$ cat config.mk
export PLATFORM = sky130hd
export DESIGN_NAME = rbi_merge
export DESIGN_NICKNAME = d
export VERILOG_FILES = /design/src/rbi_pkg.sv /design/src/rbi_merge.sv
export SDC_FILE = /design/constraint.sdc
export NUM_CORES = 1
export LEC_CHECK = 0
export ABC_CLOCK_PERIOD_IN_PS = 4700
export BUFFER_PORTS_ARGS = -buffer_cell sky130_fd_sc_hd__buf_2
export CAP_MARGIN = 20
export CORE_ASPECT_RATIO = 0.5
export CORE_MARGIN = 4
export CORE_UTILIZATION = 52
export DETAILED_ROUTE_END_ITERATION = 10
export PLACE_DENSITY = 0.79
export SYNTH_ARGS = -nofsm -noshare
export SYNTH_HDL_FRONTEND = slang
export SYNTH_SLANG_ARGS = --single-unit
$ cat constraint.sdc
create_clock -name clk -period 4.7 [get_ports clk]
set_input_delay 0.47 -clock clk [delete_from_list [all_inputs] [get_ports clk]]
set_output_delay 0.47 -clock clk [all_outputs]
set_load 0.01 [all_outputs]
$ cat src/rbi_pkg.sv
// Shared types, constants and the fixed-point product helper for the unit box intersect block.
// No dependencies; every other file in src refers to this package by scoped names.
package rbi_pkg;

	localparam int FRAC_BITS   = 16;
	localparam int COORD_WIDTH = 32;
	localparam int DIFF_W      = COORD_WIDTH + 1;
	localparam int PROD_W      = DIFF_W + COORD_WIDTH;

	typedef logic signed [COORD_WIDTH-1:0] coord_t;
	typedef logic signed [DIFF_W-1:0]      diff_t;
	typedef logic signed [PROD_W-1:0]      prod_t;
	typedef logic [1:0]                    axis_t;

	localparam axis_t AXIS_X = 2'd0;
	localparam axis_t AXIS_Y = 2'd1;
	localparam axis_t AXIS_Z = 2'd2;

	// Box half extent, 0.5 in the fixed-point format.
	localparam diff_t HALF = diff_t'(1) <<< (FRAC_BITS - 1);

	localparam coord_t COORD_MAX = {1'b0, {(COORD_WIDTH-1){1'b1}}};
	localparam coord_t COORD_MIN = {1'b1, {(COORD_WIDTH-1){1'b0}}};

	// Slab distances found by one axis lane.
	typedef struct packed {
		coord_t t_near;
		coord_t t_far;
		logic   dir_neg;
	} lane_out_t;

	// Range and best distance carried alongside a request.
	typedef struct packed {
		coord_t t_min;
		coord_t t_max;
		coord_t best_t;
	} range_t;

	// Floor shift of a full product by the fraction width, saturated to a coordinate.
	function automatic coord_t sat_shift(input prod_t p);
		prod_t s;
		logic  fits;
		begin
			s = p >>> FRAC_BITS;
			fits = (&s[PROD_W-1:COORD_WIDTH-1]) || !(|s[PROD_W-1:COORD_WIDTH-1]);
			if (fits) begin
				return s[COORD_WIDTH-1:0];
			end else if (s[PROD_W-1]) begin
				return COORD_MIN;
			end else begin
				return COORD_MAX;
			end
		end
	endfunction

endpackage

$ cat src/rbi_merge.sv
// Merging stage: narrows the x interval by y and z, then picks the bound and checks the best distance.
// Depends on rbi_pkg; fed by three rbi_lane instances. Two register stages.
module rbi_merge (
	input  logic                clk,
	input  logic                arst_n,
	input  logic                valid_s3,
	input  rbi_pkg::lane_out_t  lane_x,
	input  rbi_pkg::lane_out_t  lane_y,
	input  rbi_pkg::lane_out_t  lane_z,
	input  rbi_pkg::range_t     range_s3,
	output logic                done,
	output logic                hit,
	output rbi_pkg::coord_t     hit_t,
	output rbi_pkg::axis_t      normal_axis,
	output logic                normal_negative
);

	rbi_pkg::coord_t xn, xf, yn, yf, zn, zf;
	rbi_pkg::coord_t near1, far1, near2, far2;
	rbi_pkg::axis_t  axn1, axf1, axn2, axf2;
	logic            ngn1, ngf1, ngn2, ngf2;
	logic            reject;

	logic            valid_s4;
	logic            reject_s4;
	rbi_pkg::coord_t near_s4, far_s4;
	rbi_pkg::axis_t  ax_near_s4, ax_far_s4;
	logic            neg_near_s4, neg_far_s4;
	rbi_pkg::range_t range_s4;

	rbi_pkg::coord_t t_lo, t_hi, best;
	logic            ok_near, ok_far, have, take_near;
	rbi_pkg::coord_t t_pick;

	logic            done_q, hit_q, neg_q;
	rbi_pkg::coord_t t_q;
	rbi_pkg::axis_t  axis_q;

	always_comb begin
		xn = lane_x.t_near;
		xf = lane_x.t_far;
		yn = lane_y.t_near;
		yf = lane_y.t_far;
		zn = lane_z.t_near;
		zf = lane_z.t_far;

		// Narrow by y; ties keep the earlier axis since the compares are strict.
		near1 = xn;
		axn1  = rbi_pkg::AXIS_X;
		ngn1  = !lane_x.dir_neg;
		far1  = xf;
		axf1  = rbi_pkg::AXIS_X;
		ngf1  = lane_x.dir_neg;
		if (yn > xn) begin
			near1 = yn;
			axn1  = rbi_pkg::AXIS_Y;
			ngn1  = !lane_y.dir_neg;
		end
		if (yf < xf) begin
			far1 = yf;
			axf1 = rbi_pkg::AXIS_Y;
			ngf1 = lane_y.dir_neg;
		end

		near2 = near1;
		axn2  = axn1;
		ngn2  = ngn1;
		far2  = far1;
		axf2  = axf1;
		ngf2  = ngf1;
		if (zn > near1) begin
			near2 = zn;
			axn2  = rbi_pkg::AXIS_Z;
			ngn2  = !lane_z.dir_neg;
		end
		if (zf < far1) begin
			far2 = zf;
			axf2 = rbi_pkg::AXIS_Z;
			ngf2 = lane_z.dir_neg;
		end

		reject = (xn > yf) || (yn > xf) || (near1 > zf) || (zn > far1);
	end

	always_ff @(posedge clk or negedge arst_n) begin
		if (!arst_n) begin
			valid_s4 <= 1'b0;
		end else begin
			valid_s4 <= valid_s3;
		end
	end

	always_ff @(posedge clk) begin
		reject_s4   <= reject;
		near_s4     <= near2;
		far_s4      <= far2;
		ax_near_s4  <= axn2;
		ax_far_s4   <= axf2;
		neg_near_s4 <= ngn2;
		neg_far_s4  <= ngf2;
		range_s4    <= range_s3;
	end

	always_comb begin
		t_lo      = range_s4.t_min;
		t_hi      = range_s4.t_max;
		best      = range_s4.best_t;
		ok_near   = (near_s4 >= t_lo) && (near_s4 <= t_hi);
		ok_far    = (far_s4 >= t_lo) && (far_s4 <= t_hi);
		take_near = ok_near && (!ok_far || near_s4 <= far_s4);
		have      = !reject_s4 && (ok_near || ok_far);
		t_pick    = take_near ? near_s4 : far_s4;
	end

	always_ff @(posedge clk or negedge arst_n) begin
		if (!arst_n) begin
			done_q <= 1'b0;
		end else begin
			done_q <= valid_s4;
		end
	end

	// A miss reports all fields as zero.
	always_ff @(posedge clk) begin
		if (have && (t_pick < best)) begin
			hit_q  <= 1'b1;
			t_q    <= t_pick;
			axis_q <= take_near ? ax_near_s4 : ax_far_s4;
			neg_q  <= take_near ? neg_near_s4 : neg_far_s4;
		end else begin
			hit_q  <= 1'b0;
			t_q    <= '0;
			axis_q <= rbi_pkg::AXIS_X;
			neg_q  <= 1'b0;
		end
	end

	assign done            = done_q;
	assign hit             = hit_q;
	assign hit_t           = t_q;
	assign normal_axis     = axis_q;
	assign normal_negative = neg_q;

endmodule

==> flow_summary.json, run 1 <==
{
  "outcome": "finished, violations left",
  "violations": "negative setup slack",
  "whs_endpoint": "t_lo[5]$_DFF_P_",
  "reg2reg_slack_ns": -1.09,
  "core-area_sq_um": 32100,
  "drtAntennaViolNets": 0,
  "vias_per_cell": 6.28,
  "hold_depth": 1,
  "synth_seq_cells": 205,
  "worst_slew_pin_slew_ns": 0.887,
  "rsz0062_at_grt": "yes",
  "grt_pass1_wl_microns": 108000,
  "startpoint_type": "flip-flop",
  "clk_latency_ns": 0.53,
  "worstHoldStart": "range_s3[69]",
  "drc": 0,
  "gp_congestion": 1.02,
  "drt_iter0_drc": 2727,
  "whs_ns": 0.0403,
  "fin_cells": 3265,
  "nFillCells": 1600,
  "worstPathArrival_ns": 6.26,
  "grt-ovfl-total": 0,
  "power_leakage_nw": 14.4,
  "hold_class": "input pin to flip-flop",
  "htree_levels": 1,
  "synth_edf_count": 0,
  "die-area_sq_um": 36100,
  "reg2reg_from": "far_s4[25]$_DFF_P_",
  "layout.nets": 3550,
  "synth_seq_area_share_pct": 24.0,
  "dpl_cell_area_sq_um": 23200,
  "multi_input_area_sq_um": 13500,
  "path_class": "flip-flop to flip-flop",
  "fmax_ghz": 0.173,
  "tritoncts": "built",
  "finalWirelength_microns": 82700,
  "wl_met3_microns": 10100,
  "seq_area_sq_um": 4160,
  "cts_buffer_depth": 3,
  "met1_length_microns": 29300,
  "wl_met2_microns": 35700,
  "stdcell_area_sq_um": 26800,
  "cp-end-kind": "flip-flop",
  "routedWlPerCell_microns": 25.3,
  "synth_nets": 2633,
  "place_hpwl_microns": 52500,
  "num_rows": 46,
  "ys.warnings.count": 0,
  "ir_worst_vdd_uv": 263,
  "die_y_microns": 136,
  "antenna_found_initial": 8,
  "first_pass_iters": 9,
  "synth_area_sq_um": 17100,
  "clock-sinks": 205,
  "initial_core_util_pct": 53.4,
  "first_global_vias": 19614,
  "synthDistinctLibCells": 67,
  "synth_area_per_cell_sq_um": 9.04,
  "finalSetupViolCount": 107,
  "io_pins": 331,
  "startpoint": "far_s4[25]$_DFF_P_",
  "portBuffers": 330,
  "syn_inst": 1894,
  "highest_layer": "met4",
  "area_growth_pct": 56.5,
  "grt_util_all_layers_pct": 38.1,
  "slew-limit-headroom_pct": 40.5,
  "reg2reg_to": "hit_t[24]$_SDFF_PN0_",
  "final-hold-violation-count": 0,
  "finalWorstSetupSlack_ns": -1.09,
  "die_x_microns": 265,
  "finalSetupTns_ns": -66.51,
  "cpMaxStageDelayCell": "a211oi_1",
  "fin_crit_sh_pct": 123,
  "finalClockSkew_ns": 0.0155,
  "cts-root-buf": "clkbuf_16",
  "async_reset_ff_share_pct": 0.976,
  "slew_viol_final": 0,
  "period_minus_slack_ns": 5.79,
  "dr_total_vias": 20499,
  "crit_required_ns": 5.16,
  "synthFlopType": "dfxtp_1",
  "reg2reg_depth": 26,
  "pwr_density_cell_nw_per_um2": 410,
  "slowest_delay_ns": 0.74,
  "drv_cap": 0,
  "cts_buffers": 21,
  "placed_cells": 3113,
  "clkTransAtPathRegs_ns": 0.08,
  "crit_top_cell": "buf_6",
  "drive_gt1_share_pct": 45.4,
  "crit_fanout": 8,
  "grt_max_degree": 18
}
==> sequential cells by signal (all words and copies together) (netlist names) <==
register and count:
best 32, t_lo 32, ax_far_s4 2, hit_t 32
far_s4 32, normal_axis 2, normal_negative 1, ax_near_s4 2
reject_s4 1, done 1, neg_far_s4 1, t_hi 32
near_s4 32, hit 1, valid_s4 1, neg_near_s4 1
==> routing by layer <==
| layer | global-route usage [%] | vias to the layer above |
|---|---|---|
| met1 | 47.4 | 9402 |
| met4 | 19.9 | 0 |
| met2 | 63.8 | 1731 |
| met5 | 0 | - |
| li1 | - | 8679 |
| met3 | 7.03 | 687 |
==> final cells by class <==
class	instances	share of cell area, %
clock inverters	13	0.757
inverters	293	4.21
repair buffers	916	24.9
multi-input cells	1374	50.4
well taps	432	2.02
clock buffers	25	2.09
diodes	7	0.0654
flip-flops and latches	205	15.5
==> Yosys cell counts (all sizes together) (6+ instances only) <==
library cell	count	area (sq um)
a2111oi	6	53.8
a211oi	11	87.6
a21o	97	728
a21oi	120	604
and2	32	200
buf	17	130
dfxtp	203	4060
ha	445	5570
inv	293	1100
mux2	68	766
mux2i	73	743
nand2	95	357
nand2b	11	68.8
nand3	25	125
nand4	90	563
nor2	47	176
nor2b	29	181
nor3	17	85.1
nor4	16	106
o211ai	14	105
o21a	32	240
o21ai	69	345
or3	8	50.1
==> repair_timing <==
action                     4_1_cts  5_1_grt
gates cloned                    13        6
pin swaps                       61       55
setup endpoints to repair      107      107
hold endpoints to repair         2        0
hold buffers                     1        0
buffers inserted                77       28
resized for setup              290      112
==> power by group <==
group,internal (W),switching [W],total [W]
sequential,0.00198,0.000347,0.00233
clock,0.00110,0.000815,0.00191
combinational,0.00341,0.00334,0.00675
==> placed cells by master (no fill, tap or decap), types with 7 or more instances in the layout <==
cell type	Yosys	layout
mux2i_2	0	10
nand3_1	25	22
nand2_1	95	83
o21ai_2	0	14
nor2b_1	29	28
o21ai_0	69	33
o21ai_4	0	10
ha_1	445	391
a21oi_2	1	16
mux2i_4	1	10
o211ai_1	14	14
and2_4	0	25
nor2_1	47	42
buf_12	0	12
nor3_1	17	13
dfxtp_1	203	175
mux2_2	41	19
buf_6	6	37
ha_4	0	52
buf_4	3	528
nand2_2	0	7
buf_2	8	318
a21o_1	97	97
a21oi_1	119	103
mux2i_1	72	53
o21ai_1	0	12
buf_16	0	8
diode_2	0	7
dfxtp_2	0	23
inv_2	1	18
o21a_1	32	32
inv_1	292	267
and2_1	32	7
nand2b_1	11	11
clkbuf_16	0	27
mux2_4	0	49
nand4_1	90	90
nor4_2	1	7
==> metrics by stage <==
step           setup WS (ns)  util [%]  power, W
6_report               -1.09      83.6    0.0110
5_1_grt                -1.23      83.6    0.0113
4_1_cts               -0.288      81.4   0.00974
3_5_place_dp          -0.981      72.2   0.00674
3_3_place_gp          -0.792      72.2   0.00656
2_1_floorplan         -0.376         -   0.00466
==> worst max path at each step <==
| stage | cells after the start | slack [ns] | endpoint |
|---|---|---|---|
| floorplan | 23 | -0.38 | near_s4[10]$_DFF_P_ |
| global placement | 24 | -0.79 | neg_far_s4$_DFF_P_ |
| detailed placement | 24 | -0.98 | neg_far_s4$_DFF_P_ |
| CTS | 26 | -0.29 | hit_t[7]$_SDFF_PN0_ |
| global route | 27 | -1.23 | hit_t[24]$_SDFF_PN0_ |
| finish | 26 | -1.09 | hit_t[24]$_SDFF_PN0_ |
==> critical path, delay by kind of cell (launching register included) <==
family | cells | cell delay, ns
buffers and inverters | 7 | 0.88
and+or+nand+nor | 5 | 0.85
AOI/OAI and AO/OA | 11 | 2.80
muxes | 1 | 0.19
DFF | 1 | 0.48
adders and majority gates | 2 | 0.55
==> cell families after synthesis <==
kind of cell	synth area share (%)
fa+ha+maj	32.5
compound gates	15.3
simple gates	11.9
buf+inv	7.29
flops	24.0
mux	8.81
xor+xnor	0.161
Power figures use the tool's default switching activity.
==> inputs of run 2 (changes only) <==
CORE_UTILIZATION = 32   (was 52)
PLACE_DENSITY = 0.53   (was 0.79)
==> run 2 against run 1 <==
The flow still finishes with violations (negative setup slack). Register-to-register slack better by 0.65 ns. Routed wire length is 19% lower. Global-route usage is 16 points lower. Non-clock buffer count is 9 lower. Utilization is 32 points lower. Final cell count is 7.8% higher. Combinational power is 9.8% lower. Design area is 1.2% higher. Die area is 59% higher. Clock skew hardly changed. Largest cell class unchanged.
==> flow_summary.json, run 2 (same netlist as run 1, synthesis figures left out) <==
{
  "outcome": "finished, violations left",
  "violations": "negative setup slack",
  "rsz0062_at_grt": "yes",
  "power_leakage_nw": 14.5,
  "p_switching_w": 0.00371,
  "clk_latency_ns": 0.51,
  "die-area_sq_um": 57500,
  "path_class": "input pin to flip-flop",
  "cts-root-buf": "clkbuf_16",
  "nFillCells": 4801,
  "ir_worst_vdd_uv": 177,
  "sw_frac_of_total_pct": 36.1,
  "slew-limit-headroom_pct": 60.0,
  "grt_pass1_wl_microns": 98900,
  "core-area_sq_um": 52400,
  "clkTransAtPathRegs_ns": 0.06,
  "drive_gt1_share_pct": 45.5,
  "htree_levels": 1,
  "startpoint_type": "input pin",
  "die_x_microns": 335,
  "hold_class": "input pin to flip-flop",
  "fmax_ghz": 0.194,
  "grt_max_degree": 16,
  "num_rows": 59,
  "first_pass_iters": 5,
  "worstPathArrival_ns": 5.53,
  "grt_util_all_layers_pct": 22.2,
  "pwr-share-clk_pct": 18.9,
  "worst_slew_pin_slew_ns": 0.585,
  "grt-ovfl-total": 0,
  "seqPwrFrac_pct": 21.9,
  "dr_total_vias": 17021,
  "final-hold-violation-count": 0,
  "first_global_vias": 17269,
  "tritoncts": "built",
  "crit_fanout": 6,
  "cts_buffers": 22,
  "drv_cap": 0,
  "combPwrFrac_pct": 59.2,
  "crit_required_ns": 5.09,
  "layout.nets": 3542,
  "fin_crit_sh_pct": 109,
  "finalClockSkew_ns": 0.0155,
  "finalWirelength_microns": 66900,
  "p_int_w": 0.00657,
  "postLayoutCoreUtil_pct": 51.7,
  "final_cell_mix": "buf_4 (525), ha_1 (396), buf_2 (316)",
  "finalWorstSetupSlack_ns": -0.442,
  "power_w": 0.0103,
  "clock-sinks": 205,
  "period_minus_slack_ns": 5.14,
  "slew_viol_final": 0,
  "whs_ns": 0.0561,
  "routedWlPerCell_microns": 19.0,
  "finalSetupTns_ns": -27.97,
  "cp-end-kind": "flip-flop",
  "gp_congestion": 0.983,
  "place_hpwl_microns": 57500,
  "final_common_cell": "buf_4",
  "drtAntennaViolNets": 0,
  "antenna_found_initial": 3,
  "cts_buffer_depth": 3,
  "die_y_microns": 172,
  "portBuffers": 330,
  "drc": 0,
  "vias_per_cell": 4.84,
  "area_growth_pct": 58.4,
  "finalSetupViolCount": 91,
  "drt_iter0_drc": 938,
  "initial_core_util_pct": 32.7,
  "io_pins": 331,
  "pwr_density_cell_nw_per_um2": 379
}
-- run 2: layout make-up --
type	count	area (sq um)	area share, %
Tap cell	701	877	3.24
Clock buffer	27	611	2.25
Clock inverter	10	210	0.775
Inverter	293	1130	4.16
Multi-Input combinational cell	1374	13400	49.4
Timing Repair Buffer	907	6700	24.7
Antenna cell	3	7.51	0.0277
Sequential cell	205	4170	15.4
-- run 2: worst max-delay path, stage by stage --
cell and delay, ns:
buf_6 0.07, inv_2 0.04, ha_4 0.26, nand4_1 0.26
nor2_1 0.18, nand4_1 0.15, o31a_1 0.31, o21ai_1 0.10
o21ba_4 0.18, o211ai_1 0.28, clkbuf_16 0.23, buf_6 0.10
mux2_4 0.33, inv_4 0.07, ha_4 0.19, a21o_1 0.17
a21o_1 0.18, a21oi_2 0.14, nor2_1 0.06, a211oi_2 0.16
buf_4 0.16, o221ai_4 0.11, nor4_4 0.34, mux2i_4 0.31
buf_6 0.15, buf_12 0.11, buf_16 0.12, mux2_4 0.29
-- run 2: repair_timing --
item / CTS / global route
endpoints found under the setup margin: 107 / 107
hold endpoints to repair: 2 / 0
buffers inserted: 71 / 9
resized for setup: 304 / 87
pin swaps: 100 / 49
cloned: 17 / 0
hold buffers: 1 / 0
-- run 2: power by group through the flow --
stage | Sequential [W] | Combinational (W) | Clock (W)
final | 0.00225 | 0.00609 | 0.00194
after detailed placement | 0.00224 | 0.00458 | 0
after global placement | 0.00224 | 0.00449 | 0
after floorplan | 0.00214 | 0.00252 | 0
after global routing | 0.00227 | 0.00666 | 0.00205
after CTS | 0.00223 | 0.00579 | 0.00199
-- run 2: through the flow --
stage,worst slack (ns),std cells,instance area (sq um)
detailed placement,-1.11,3385,23500
CTS,-0.374,3508,26600
floorplan,-0.376,1894,17500
global placement,-0.976,3385,23500
global route,-0.664,3520,27100
finish,-0.442,3520,27100
-- run 2: path summary, 6_finish.rpt --
check                              startpoint                    to  slack [ns]  cells after the start
setup reg to reg            far_s4[7]$_DFF_P_  hit_t[29]$_SDFF_PN0_       -0.44                     31
hold / removal                   range_s3[48]      t_hi[16]$_DFF_P_        0.06                      1
min in group asynchronous              arst_n        done$_DFF_PN0_        0.29                      2
max in group asynchronous              arst_n    valid_s4$_DFF_PN0_        4.32                      2
hold reg to reg            valid_s4$_DFF_PN0_        done$_DFF_PN0_        0.35                      0
setup / recovery                   lane_x[60]    near_s4[7]$_DFF_P_       -0.44                     28
-- run 2: per-layer routing --
layer / track usage, % / up-vias / routed length [microns]
li1: - / 8651 / -
met1: 29.9 / 7954 / 31300
met2: 39.0 / 322 / 31800
met3: 1.31 / 94 / 1930
met4: 6.36 / 0 / 1890
met5: 0 / - / 0
